$ cat config.mk
export PLATFORM = sky130hd
export DESIGN_NAME = battery_level_monitor
export DESIGN_NICKNAME = d
export VERILOG_FILES = /design/src/rtl/blm_pkg.sv /design/src/rtl/blm_fifo.sv /design/src/rtl/blm_front.sv /design/src/rtl/blm_div.sv /design/src/rtl/blm_back.sv /design/src/rtl/battery_level_monitor.sv
export SDC_FILE = /design/constraint.sdc
export NUM_CORES = 2
export LEC_CHECK = 0
export BUFFER_PORTS_ARGS = -buffer_cell sky130_fd_sc_hd__buf_2
export CORE_UTILIZATION = 55
export DETAILED_ROUTE_END_ITERATION = 12
export PLACE_DENSITY = 0.73
export REMOVE_ABC_BUFFERS = 1
export SLEW_MARGIN = 20
export SYNTH_ARGS = -nofsm -noshare
export SYNTH_HDL_FRONTEND = slang
export SYNTH_SLANG_ARGS = --single-unit
export TNS_END_PERCENT = 5
$ cat constraint.sdc
create_clock -name i_clk -period 16.26 [get_ports i_clk]
set_input_delay 1.626 -clock i_clk [delete_from_list [all_inputs] [get_ports i_clk]]
set_output_delay 1.626 -clock i_clk [all_outputs]
set_load 0.02 [all_outputs]
$ cat src/rtl/blm_pkg.sv
// blm_pkg: shared constants, configuration and divider types of the battery level monitor
// no dependencies; imported by every module of the block
`timescale 1ns / 1ps
`default_nettype none

package blm_pkg;

    // default group size and default queue entry width
    localparam int unsigned SAMPLES_PER_READING_DEF = 10;
    localparam int unsigned SUM_W_DEF               = 16;

    // field widths
    localparam int unsigned ADC_W = 12;
    localparam int unsigned MV_W  = 15;
    localparam int unsigned PCT_W = 7;
    localparam int unsigned CAL_W = 16;

    // configuration port
    localparam int unsigned CFG_IDX_W  = 3;
    localparam int unsigned CFG_DATA_W = 16;

    localparam logic [CFG_IDX_W-1:0] REG_MIN_MV   = 3'd0;
    localparam logic [CFG_IDX_W-1:0] REG_MAX_MV   = 3'd1;
    localparam logic [CFG_IDX_W-1:0] REG_CRIT_PCT = 3'd2;
    localparam logic [CFG_IDX_W-1:0] REG_CAL      = 3'd3;

    localparam logic [MV_W-1:0]  MIN_MV_RST   = 15'd3300;
    localparam logic [MV_W-1:0]  MAX_MV_RST   = 15'd4200;
    localparam logic [PCT_W-1:0] CRIT_PCT_RST = 7'd10;
    localparam logic [CAL_W-1:0] CAL_RST      = 16'd16384;

    // conversion constants
    localparam int unsigned FULL_SCALE_MV_X2 = 7800;
    localparam int unsigned ADC_MAX_CODE     = 4095;
    localparam int unsigned CAL_FRAC_BITS    = 14;
    localparam int unsigned PCT_FULL         = 100;
    localparam int unsigned REPORT_STEP      = 5;

    // 7800 / (4095 * 16384) reduces to 5 / (2048 * 21)
    localparam int unsigned VOLT_MUL   = 5;
    localparam int unsigned VOLT_MUL_W = 3;
    localparam int unsigned VOLT_SHIFT = 11;
    localparam int unsigned VOLT_DIV   = 21;

    // datapath widths
    localparam int unsigned PROD1_W  = ADC_W + CAL_W;
    localparam int unsigned PROD1X_W = PROD1_W + VOLT_MUL_W;
    localparam int unsigned SCALED_W = PROD1X_W - VOLT_SHIFT;
    localparam int unsigned PNUM_W   = MV_W + PCT_W;

    // rounded-up reciprocal of 21, exact for every value below 2**SCALED_W
    localparam int unsigned VOLT_RECIP_SHIFT = SCALED_W + $clog2(VOLT_DIV);
    localparam int unsigned VOLT_RECIP       =
        ((32'd1 << VOLT_RECIP_SHIFT) + VOLT_DIV - 1) / VOLT_DIV;
    localparam int unsigned VOLT_RECIP_W     = SCALED_W + 1;
    localparam int unsigned VPROD_W          = SCALED_W + VOLT_RECIP_W;

    // bit-serial divider for the percentage
    localparam int unsigned DIV_NUM_W = PNUM_W;
    localparam int unsigned DIV_DEN_W = MV_W;

    // queue of completed groups between front and back
    localparam int unsigned FIFO_DEPTH = 2;

    typedef struct packed {
        logic [MV_W-1:0]  min_mv;
        logic [MV_W-1:0]  max_mv;
        logic [PCT_W-1:0] crit_pct;
        logic [CAL_W-1:0] cal;
    } t_cfg;

    typedef struct packed {
        logic                 start;
        logic [DIV_NUM_W-1:0] dividend;
        logic [DIV_DEN_W-1:0] divisor;
    } t_div_req;

    typedef struct packed {
        logic                 done;
        logic [DIV_NUM_W-1:0] quotient;
    } t_div_resp;

endpackage

`default_nettype wire

$ cat src/rtl/blm_fifo.sv
// blm_fifo: short queue of completed sample-group sums between front and back
// depends on blm_pkg for the queue depth
`timescale 1ns / 1ps
`default_nettype none

module blm_fifo
    import blm_pkg::*;
#(
    parameter int unsigned DATA_W = SUM_W_DEF
) (
    input  wire logic              i_clk,
    input  wire logic              i_rst_n,
    input  wire logic              i_push,
    input  wire logic [DATA_W-1:0] i_push_data,
    output logic                   o_full,
    input  wire logic              i_pop,
    output logic      [DATA_W-1:0] o_pop_data,
    output logic                   o_empty
);

    localparam int unsigned PTR_W = (FIFO_DEPTH > 1) ? $clog2(FIFO_DEPTH) : 1;
    localparam int unsigned CNT_W = $clog2(FIFO_DEPTH + 1);

    logic [DATA_W-1:0] r_mem [FIFO_DEPTH];
    logic [PTR_W-1:0]  r_wr_ptr;
    logic [PTR_W-1:0]  r_rd_ptr;
    logic [CNT_W-1:0]  r_count;
    logic              do_push;
    logic              do_pop;

    assign o_full     = (r_count == CNT_W'(FIFO_DEPTH));
    assign o_empty    = (r_count == '0);
    assign o_pop_data = r_mem[r_rd_ptr];
    assign do_push    = i_push && !o_full;
    assign do_pop     = i_pop && !o_empty;

    // entry storage
    always_ff @(posedge i_clk) begin
        if (do_push) begin
            r_mem[r_wr_ptr] <= i_push_data;
        end
    end

    // pointers and fill count
    always_ff @(posedge i_clk) begin
        if (!i_rst_n) begin
            r_wr_ptr <= '0;
            r_rd_ptr <= '0;
            r_count  <= '0;
        end else begin
            if (do_push) begin
                r_wr_ptr <= (r_wr_ptr == PTR_W'(FIFO_DEPTH - 1)) ? '0 : r_wr_ptr + 1'b1;
            end
            if (do_pop) begin
                r_rd_ptr <= (r_rd_ptr == PTR_W'(FIFO_DEPTH - 1)) ? '0 : r_rd_ptr + 1'b1;
            end
            if (do_push && !do_pop) begin
                r_count <= r_count + 1'b1;
            end else if (do_pop && !do_push) begin
                r_count <= r_count - 1'b1;
            end
        end
    end

endmodule

`default_nettype wire

$ cat src/rtl/blm_front.sv
// blm_front: accepts converter samples and sums them into groups
// depends on blm_pkg; pushes each completed group sum into blm_fifo
`timescale 1ns / 1ps
`default_nettype none

module blm_front
    import blm_pkg::*;
#(
    parameter int unsigned SAMPLES_PER_READING = SAMPLES_PER_READING_DEF,
    parameter int unsigned SUM_W               = SUM_W_DEF
) (
    input  wire logic             i_clk,
    input  wire logic             i_rst_n,
    input  wire logic             i_in_valid,
    output logic                  o_in_ready,
    input  wire logic [ADC_W-1:0] i_adc_sample,
    output logic                  o_push,
    output logic      [SUM_W-1:0] o_push_data,
    input  wire logic             i_full
);

    localparam int unsigned CNT_W = $clog2(SAMPLES_PER_READING + 1);

    logic [SUM_W-1:0] r_sum;
    logic [CNT_W-1:0] r_count;
    logic [SUM_W-1:0] sum_next;
    logic             last;
    logic             accept;

    assign sum_next    = r_sum + SUM_W'(i_adc_sample);
    assign last        = (r_count == CNT_W'(SAMPLES_PER_READING - 1));
    // only the closing sample of a group needs room in the queue
    assign o_in_ready  = !(last && i_full);
    assign accept      = i_in_valid && o_in_ready;
    assign o_push      = accept && last;
    assign o_push_data = sum_next;

    // group accumulator
    always_ff @(posedge i_clk) begin
        if (!i_rst_n) begin
            r_sum   <= '0;
            r_count <= '0;
        end else if (accept) begin
            if (last) begin
                r_sum   <= '0;
                r_count <= '0;
            end else begin
                r_sum   <= sum_next;
                r_count <= r_count + 1'b1;
            end
        end
    end

endmodule

`default_nettype wire

$ cat src/rtl/blm_div.sv
// blm_div: restoring bit-serial unsigned divider, one quotient bit per cycle
// depends on blm_pkg for widths and the request and response types
`timescale 1ns / 1ps
`default_nettype none

module blm_div
    import blm_pkg::*;
(
    input  wire logic     i_clk,
    input  wire logic     i_rst_n,
    input  wire t_div_req i_req,
    output t_div_resp     o_resp
);

    localparam int unsigned ITER_W = $clog2(DIV_NUM_W + 1);

    logic                 r_busy;
    logic                 r_done;
    logic [ITER_W-1:0]    r_iter;
    logic [DIV_DEN_W-1:0] r_rem;
    logic [DIV_DEN_W-1:0] r_den;
    logic [DIV_NUM_W-1:0] r_quo;
    logic [DIV_DEN_W:0]   rem_shift;
    logic [DIV_DEN_W:0]   rem_sub;
    logic                 q_bit;

    // trial subtraction of one step
    assign rem_shift = {r_rem, r_quo[DIV_NUM_W-1]};
    assign rem_sub   = rem_shift - {1'b0, r_den};
    assign q_bit     = (rem_shift >= {1'b0, r_den});

    assign o_resp.done     = r_done;
    assign o_resp.quotient = r_quo;

    // control
    always_ff @(posedge i_clk) begin
        if (!i_rst_n) begin
            r_busy <= 1'b0;
            r_done <= 1'b0;
            r_iter <= '0;
        end else begin
            r_done <= 1'b0;
            if (i_req.start) begin
                r_busy <= 1'b1;
                r_iter <= '0;
            end else if (r_busy) begin
                r_iter <= r_iter + 1'b1;
                if (r_iter == ITER_W'(DIV_NUM_W - 1)) begin
                    r_busy <= 1'b0;
                    r_done <= 1'b1;
                end
            end
        end
    end

    // dividend shifts out while quotient bits shift in
    always_ff @(posedge i_clk) begin
        if (i_req.start) begin
            r_quo <= i_req.dividend;
            r_den <= i_req.divisor;
            r_rem <= '0;
        end else if (r_busy) begin
            r_quo <= {r_quo[DIV_NUM_W-2:0], q_bit};
            r_rem <= q_bit ? rem_sub[DIV_DEN_W-1:0] : rem_shift[DIV_DEN_W-1:0];
        end
    end

endmodule

`default_nettype wire

$ cat src/rtl/blm_back.sv
// blm_back: turns each group sum into voltage, percentage and critical flag, and reports
// depends on blm_pkg and blm_div; takes group sums from blm_fifo
`timescale 1ns / 1ps
`default_nettype none

module blm_back
    import blm_pkg::*;
#(
    parameter int unsigned SAMPLES_PER_READING = SAMPLES_PER_READING_DEF,
    parameter int unsigned SUM_W               = SUM_W_DEF
) (
    input  wire logic             i_clk,
    input  wire logic             i_rst_n,
    input  wire t_cfg             i_cfg,
    input  wire logic [SUM_W-1:0] i_sum,
    input  wire logic             i_empty,
    output logic                  o_pop,
    output logic                  o_out_valid,
    input  wire logic             i_out_ready,
    output logic      [PCT_W-1:0] o_percent,
    output logic                  o_critical,
    output logic      [MV_W-1:0]  o_voltage_mv
);

    // rounded-up reciprocal of the group size, exact for every sum below 2**SUM_W
    localparam int unsigned AVG_SHIFT  = SUM_W + $clog2(SAMPLES_PER_READING);
    localparam int unsigned AVG_MUL    =
        ((32'd1 << AVG_SHIFT) + SAMPLES_PER_READING - 1) / SAMPLES_PER_READING;
    localparam int unsigned AVG_PROD_W = 2 * SUM_W + 1;

    typedef enum logic [7:0] {
        S_IDLE   = 8'b0000_0001,
        S_MUL1   = 8'b0000_0010,
        S_MUL2   = 8'b0000_0100,
        S_MUL3   = 8'b0000_1000,
        S_PCT    = 8'b0001_0000,
        S_PGO    = 8'b0010_0000,
        S_PDIV   = 8'b0100_0000,
        S_DECIDE = 8'b1000_0000
    } t_back_state;

    t_back_state          r_state;
    t_back_state          n_state;
    logic [ADC_W-1:0]     r_avg;
    logic [PROD1_W-1:0]   r_prod1;
    logic [SCALED_W-1:0]  r_scaled;
    logic [MV_W-1:0]      r_mv;
    logic [PNUM_W-1:0]    r_pnum;
    logic [MV_W-1:0]      r_span;
    logic [PCT_W-1:0]     r_pct;
    logic [PCT_W-1:0]     r_rep_pct;
    logic                 r_rep_crit;
    logic                 r_out_valid;
    logic [PCT_W-1:0]     r_out_pct;
    logic                 r_out_crit;
    logic [MV_W-1:0]      r_out_mv;
    t_div_req             div_req;
    t_div_resp            div_resp;
    logic [AVG_PROD_W-1:0] avg_prod;
    logic [PROD1X_W-1:0]  prod1_x;
    logic [VPROD_W-1:0]   volt_prod;
    logic [MV_W-1:0]      mv_above;
    logic                 crit;
    logic [PCT_W-1:0]     pct_diff;
    logic                 report;
    logic                 out_free;
    logic                 load_out;
    logic                 quo_high;

    blm_div u_div (
        .i_clk   (i_clk),
        .i_rst_n (i_rst_n),
        .i_req   (div_req),
        .o_resp  (div_resp)
    );

    // constant multiplies of the average and voltage path
    assign avg_prod  = AVG_PROD_W'(i_sum) * AVG_PROD_W'(AVG_MUL);
    assign prod1_x   = PROD1X_W'(r_prod1) * PROD1X_W'(VOLT_MUL);
    assign volt_prod = VPROD_W'(r_scaled) * VPROD_W'(VOLT_RECIP);

    assign mv_above = r_mv - i_cfg.min_mv;
    assign crit     = (r_pct <= i_cfg.crit_pct);
    assign pct_diff = (r_pct >= r_rep_pct) ? r_pct - r_rep_pct : r_rep_pct - r_pct;
    assign report   = (pct_diff >= PCT_W'(REPORT_STEP)) || (crit != r_rep_crit);
    assign out_free = !r_out_valid || i_out_ready;
    assign load_out = (r_state == S_DECIDE) && report && out_free;
    assign o_pop    = (r_state == S_IDLE) && !i_empty;
    assign quo_high = |div_resp.quotient[DIV_NUM_W-1:PCT_W] ||
                      (div_resp.quotient[PCT_W-1:0] > PCT_W'(PCT_FULL));

    // divider request: percentage only
    always_comb begin
        div_req.start    = (r_state == S_PGO);
        div_req.dividend = r_pnum;
        div_req.divisor  = r_span;
    end

    // sequencer
    always_comb begin
        n_state = r_state;
        unique case (r_state)
            S_IDLE:   if (!i_empty) n_state = S_MUL1;
            S_MUL1:   n_state = S_MUL2;
            S_MUL2:   n_state = S_MUL3;
            S_MUL3:   n_state = S_PCT;
            S_PCT: begin
                if (r_mv >= i_cfg.max_mv || r_mv <= i_cfg.min_mv) begin
                    n_state = S_DECIDE;
                end else begin
                    n_state = S_PGO;
                end
            end
            S_PGO:    n_state = S_PDIV;
            S_PDIV:   if (div_resp.done) n_state = S_DECIDE;
            S_DECIDE: if (!report || out_free) n_state = S_IDLE;
            default:  n_state = S_IDLE;
        endcase
    end

    always_ff @(posedge i_clk) begin
        if (!i_rst_n) begin
            r_state <= S_IDLE;
        end else begin
            r_state <= n_state;
        end
    end

    // datapath registers
    always_ff @(posedge i_clk) begin
        if (r_state == S_IDLE && !i_empty) begin
            r_avg <= avg_prod[AVG_SHIFT +: ADC_W];
        end
        if (r_state == S_MUL1) begin
            r_prod1 <= PROD1_W'(r_avg) * PROD1_W'(i_cfg.cal);
        end
        if (r_state == S_MUL2) begin
            r_scaled <= prod1_x[VOLT_SHIFT +: SCALED_W];
        end
        if (r_state == S_MUL3) begin
            r_mv <= volt_prod[VOLT_RECIP_SHIFT +: MV_W];
        end
        if (r_state == S_PCT) begin
            r_pnum <= PNUM_W'(mv_above) * PNUM_W'(PCT_FULL);
            r_span <= i_cfg.max_mv - i_cfg.min_mv;
            if (r_mv >= i_cfg.max_mv) begin
                r_pct <= PCT_W'(PCT_FULL);
            end else begin
                r_pct <= '0;
            end
        end
        if (r_state == S_PDIV && div_resp.done) begin
            r_pct <= quo_high ? PCT_W'(PCT_FULL) : div_resp.quotient[PCT_W-1:0];
        end
    end

    // last reported reading
    always_ff @(posedge i_clk) begin
        if (!i_rst_n) begin
            r_rep_pct  <= '0;
            r_rep_crit <= 1'b0;
        end else if (load_out) begin
            r_rep_pct  <= r_pct;
            r_rep_crit <= crit;
        end
    end

    // output register
    always_ff @(posedge i_clk) begin
        if (!i_rst_n) begin
            r_out_valid <= 1'b0;
        end else if (load_out) begin
            r_out_valid <= 1'b1;
        end else if (i_out_ready) begin
            r_out_valid <= 1'b0;
        end
    end

    always_ff @(posedge i_clk) begin
        if (load_out) begin
            r_out_pct  <= r_pct;
            r_out_crit <= crit;
            r_out_mv   <= r_mv;
        end
    end

    assign o_out_valid  = r_out_valid;
    assign o_percent    = r_out_pct;
    assign o_critical   = r_out_crit;
    assign o_voltage_mv = r_out_mv;

endmodule

`default_nettype wire

$ cat src/rtl/battery_level_monitor.sv
// battery_level_monitor: top level of the battery fuel gauge
// depends on blm_pkg, blm_front, blm_fifo and blm_back
`timescale 1ns / 1ps
`default_nettype none

// Converter samples are taken on valid and ready; ready drops only while the closing sample
// of a group finds the two-entry queue full. Each group sum is then worked out by the back
// end from the pop to the report decision: the average by a reciprocal multiply, millivolts
// by three multiply steps, and the percentage by a bit-serial divider of 22 quotient bits.
// A reading at or beyond either end of the voltage range skips the division. A result that
// waits for the receiver holds the back end for as long as it stalls. The front end keeps
// taking samples of later groups while the back end works on a sum, and the queue absorbs
// bursts of up to two groups. A reading is sent out only when the percentage moved by 5 or
// more since the last report or the critical flag changed. Configuration writes are taken
// at once and are meant for idle.

module battery_level_monitor
    import blm_pkg::*;
#(
    parameter int unsigned SAMPLES_PER_READING = SAMPLES_PER_READING_DEF
) (
    input  wire logic                  i_clk,
    input  wire logic                  i_rst_n,
    input  wire logic                  i_in_valid,
    output logic                       o_in_ready,
    input  wire logic [ADC_W-1:0]      i_adc_sample,
    output logic                       o_out_valid,
    input  wire logic                  i_out_ready,
    output logic      [PCT_W-1:0]      o_percent,
    output logic                       o_critical,
    output logic      [MV_W-1:0]       o_voltage_mv,
    input  wire logic                  i_cfg_valid,
    output logic                       o_cfg_ready,
    input  wire logic [CFG_IDX_W-1:0]  i_cfg_index,
    input  wire logic [CFG_DATA_W-1:0] i_cfg_data
);

    localparam int unsigned SUM_W = $clog2(SAMPLES_PER_READING * ADC_MAX_CODE + 1);

    t_cfg             r_cfg;
    logic             push;
    logic [SUM_W-1:0] push_data;
    logic             full;
    logic             pop;
    logic [SUM_W-1:0] pop_data;
    logic             empty;

    // configuration registers
    assign o_cfg_ready = 1'b1;

    always_ff @(posedge i_clk) begin
        if (!i_rst_n) begin
            r_cfg.min_mv   <= MIN_MV_RST;
            r_cfg.max_mv   <= MAX_MV_RST;
            r_cfg.crit_pct <= CRIT_PCT_RST;
            r_cfg.cal      <= CAL_RST;
        end else if (i_cfg_valid) begin
            unique case (i_cfg_index)
                REG_MIN_MV:   r_cfg.min_mv   <= i_cfg_data[MV_W-1:0];
                REG_MAX_MV:   r_cfg.max_mv   <= i_cfg_data[MV_W-1:0];
                REG_CRIT_PCT: r_cfg.crit_pct <= i_cfg_data[PCT_W-1:0];
                REG_CAL:      r_cfg.cal      <= i_cfg_data[CAL_W-1:0];
                default:      r_cfg          <= r_cfg;
            endcase
        end
    end

    blm_front #(
        .SAMPLES_PER_READING (SAMPLES_PER_READING),
        .SUM_W               (SUM_W)
    ) u_front (
        .i_clk        (i_clk),
        .i_rst_n      (i_rst_n),
        .i_in_valid   (i_in_valid),
        .o_in_ready   (o_in_ready),
        .i_adc_sample (i_adc_sample),
        .o_push       (push),
        .o_push_data  (push_data),
        .i_full       (full)
    );

    blm_fifo #(
        .DATA_W (SUM_W)
    ) u_fifo (
        .i_clk       (i_clk),
        .i_rst_n     (i_rst_n),
        .i_push      (push),
        .i_push_data (push_data),
        .o_full      (full),
        .i_pop       (pop),
        .o_pop_data  (pop_data),
        .o_empty     (empty)
    );

    blm_back #(
        .SAMPLES_PER_READING (SAMPLES_PER_READING),
        .SUM_W               (SUM_W)
    ) u_back (
        .i_clk        (i_clk),
        .i_rst_n      (i_rst_n),
        .i_cfg        (r_cfg),
        .i_sum        (pop_data),
        .i_empty      (empty),
        .o_pop        (pop),
        .o_out_valid  (o_out_valid),
        .i_out_ready  (i_out_ready),
        .o_percent    (o_percent),
        .o_critical   (o_critical),
        .o_voltage_mv (o_voltage_mv)
    );

endmodule

`default_nettype wire

==> impl_metrics.env <==
export IMPL_clk_insertion_delay_late_ns=0.57
export IMPL_wl_per_cell_um=16.7
export IMPL_worstHoldPathType="flop to flop"
export IMPL_coreArea_mm2=0.0594
export IMPL_critPathKind="flop to flop"
export IMPL_clk_pin_slew_ns=0.06
export IMPL_cts_tree="built"
export IMPL_fp_row_count=89
export IMPL_io_pin_count=62
export IMPL_period_share=0.414
export IMPL_holdPathEnd="u_back.u_div.r_den[2]$_DFFE_PN_"
export IMPL_finalInstanceArea_mm2=0.0356
export IMPL_drive_gt1_frac=0.0455
export IMPL_status="finished, violations left"
export IMPL_vdd_drop_max_v=0.000238
export IMPL_synth_largest_area_cell="ha_1"
export IMPL_holdBufCountCts=0
export IMPL_drt_pass1_iter_count=11
export IMPL_finalSetupViolations=0
export IMPL_fin_tns_setup_ns=0
export IMPL_synth_edff_count=209
export IMPL_dieArea_mm2=0.0614
export IMPL_holdPathStages=0
export IMPL_ff2ff_path_depth=22
export IMPL_rsz0062_at_grt="false"
export IMPL_finalCriticalPeriod_ns=6.73
export IMPL_antenna_found_initial=2
export IMPL_violations="design-rule violations"
export IMPL_die_w_um=248
export IMPL_initial_utilization=0.559
export IMPL_cts_root_buf="clkbuf_16"
export IMPL_clock_fmax_mhz=149
export IMPL_slew_headroom=0.328
export IMPL_p_leak_nw=16.9
export IMPL_portBuffers=60
export IMPL_maxSlewViolCount=0
export IMPL_cts_buffer_depth=3
export IMPL_hold_path_startpoint="u_back.r_span[2]$_DFFE_PP_"
export IMPL_gp_congestion=0.911
export IMPL_grt_pass1_vias=22862
export IMPL_syn_inst=3344
export IMPL_vias=22596
export IMPL_numCtsBuffers=37
export IMPL_dp_hpwl_um=56900
export IMPL_async_flop_share=0
export IMPL_grt_usage=0.236
export IMPL_cts_sinks=326
export IMPL_htreeDepth=2
export IMPL_ant_nets=0
export IMPL_cts_setup_buffers=0
export IMPL_synth_top_flop_cell="edfxtp_1"
export IMPL_drt_iter0_drc=1279
export IMPL_rrSetupSlack_ns=9.53
export IMPL_synth_area_per_cell_um2=9.93
export IMPL_synth_distinct_cells=73
export IMPL_worstReg2RegEnd="u_back.r_avg[11]$_DFFE_PP_"
export IMPL_path_max_fanout=16
export IMPL_maxCapViolCount=0
export IMPL_synthTopCellsByArea="ha_1 21%, fa_1 20%, edfxtp_1 19%"
export IMPL_fin_worst_skew_ns=0.0156
export IMPL_syn_cell_area_mm2=0.0332
export IMPL_drc=24
export IMPL_via_per_inst=5.40
export IMPL_fin_nets=4308
export IMPL_cp_end_kind="flop"
export IMPL_cp_required_ns=16.57
export IMPL_final_hold_violation_count=0
export IMPL_seq_area_frac_synth=0.260
export IMPL_die_y_um=248
export IMPL_critPathArrivalTime_ns=7.04
export IMPL_area_growth_pct=7.08
export IMPL_routed_wl_um=69600
export IMPL_grt_max_degree=54
export IMPL_ys_ff_latch=326
export IMPL_grt_pass1_wl_um=115000
export IMPL_critPathLaunchType="flop"
export IMPL_yosysWarnings=0
export IMPL_p_per_area_mw_per_mm2=152
export IMPL_yosysTopAreaCellShare=0.214
export IMPL_dpl_cell_area_mm2=0.0343
export IMPL_worst_slew_pin_slew_ns=1.01
export IMPL_cts_resized=0
export IMPL_globalRouteOverflowTotal=0
synthesized netlist by cell type, drive strengths merged (11+ instances only):
master,count
buf,12
a22oi,13
inv,595
and2,83
nand3,39
edfxtp,209
o21a,27
nand2,329
dfxtp,117
ha,567
and3,17
o211ai,22
xnor2,103
nor3,47
nor2,160
a21o,46
xor2,41
fa,326
a21oi,152
nor2b,40
nand2b,23
mux2,11
mux2i,31
a211oi,28
o21ai,79
or3,12
clkbuf,61
nand4,18
o21bai,16
metal layers:
metal,wire length (um),track usage,vias up
met5,11,0,-
met4,1810,0.0657,2
met3,3430,0.0382,114
met2,32000,0.388,449
met1,32400,0.322,10852
li1,-,-,11179
worst max path at each step:
stage                     depth (start not counted)  from                    endpoint  slack [ns]
after floorplan                                  21  flop  u_back.r_avg[11]$_DFFE_PP_       10.19
after CTS                                        22  flop  u_back.r_avg[11]$_DFFE_PP_        9.43
final                                            22  flop  u_back.r_avg[11]$_DFFE_PP_        9.53
after global routing                             22  flop  u_back.r_avg[11]$_DFFE_PP_        8.98
after global placement                           22  flop  u_back.r_avg[11]$_DFFE_PP_        9.58
after detailed placement                         22  flop  u_back.r_avg[11]$_DFFE_PP_        9.51
flip-flops by register name, indices dropped and copies added (netlist names), 8 cells and up, named ones only:
name / cells
u_back.r_scaled: 20
u_back.r_prod1: 28
u_back.r_pnum: 20
u_back.r_span: 15
u_back.o_voltage_mv: 15
u_back.r_state: 8
u_front.r_sum: 16
u_back.u_div.r_den: 15
u_fifo.r_mem: 32
u_back.u_div.r_rem: 15
u_back.u_div.r_quo: 22
u_back.r_avg: 12
r_cfg: 53
u_back.r_mv: 15
through the flow:
step,power (mW),cells,utilization,hold WS (ns),worst slack (ns)
floorplan,3.72,3271,-,0.400,10.19
global placement,4.45,4113,0.578,0.408,9.58
detailed placement,4.53,4113,0.578,0.410,9.51
CTS,5.44,4180,0.599,0.416,9.43
global route,5.97,4180,0.599,0.425,8.98
finish,5.40,4181,0.599,0.417,9.53
logic make-up (layout without fill, tap and decap cells):
group / count (synthesis) / in the layout / share of synthesized area
adder cells (fa/ha/maj): 893 / 893 / 0.410
XOR/XNOR: 144 / 144 / 0.0380
flip-flops: 326 / 326 / 0.260
AO/OA/AOI/OAI: 462 / 462 / 0.0898
multiplexers: 42 / 42 / 0.0131
AND/OR/NAND/NOR: 807 / 807 / 0.113
buffers and inverters: 669 / 732 / 0.0758
other: 1 / 2 / 0.000113
layout make-up:
type | instances | area [um2]
fillers | 4958 | 23800
multi-input cells | 2349 | 22100
flip-flops and latches | 326 | 8620
inverters | 596 | 2240
clock buffers | 47 | 1060
well taps | 773 | 967
repair buffers | 69 | 368
clock inverters | 20 | 216
diodes | 1 | 2.50
cell usage in the layout, fill, tap and decap left out, types with 27 or more instances in the layout:
cell type	netlist	final
o21ai_0	63	63
clkbuf_16	0	39
ha_1	567	567
dfxtp_1	117	116
xnor2_1	103	103
fa_1	326	326
nand2_1	329	329
nor2_1	160	160
o21a_1	27	27
inv_1	595	594
mux2i_1	31	31
a21o_1	46	46
xor2_1	41	41
nor2b_1	40	40
nor3_1	47	46
buf_2	2	60
edfxtp_1	209	209
a21oi_1	152	152
and2_1	83	83
a211oi_1	28	27
nand3_1	39	39
power breakdown:
| group | internal [mW] | leakage [nW] | switching (mW) |
|---|---|---|---|
| clock network | 0.513 | 0.623 | 0.356 |
| logic | 1.49 | 13.4 | 1.86 |
| registers | 1.06 | 2.83 | 0.114 |
worst max-delay path, stage by stage, from the launching register on:
cell	delay [ns]
dfxtp_1	0.79
mux2i_1	0.41
inv_1	0.16
ha_1	0.34
inv_1	0.09
fa_1	0.49
inv_1	0.06
fa_1	0.52
fa_1	0.54
fa_1	0.56
inv_1	0.06
fa_1	0.54
inv_1	0.04
ha_1	0.32
nand4_1	0.13
nor2_1	0.12
o221ai_1	0.11
o211ai_1	0.33
a21oi_1	0.21
o21ai_1	0.26
nor4_1	0.07
nor3_1	0.24
xnor2_1	0.09
Note: power is estimated with default switching activity, not from simulation.
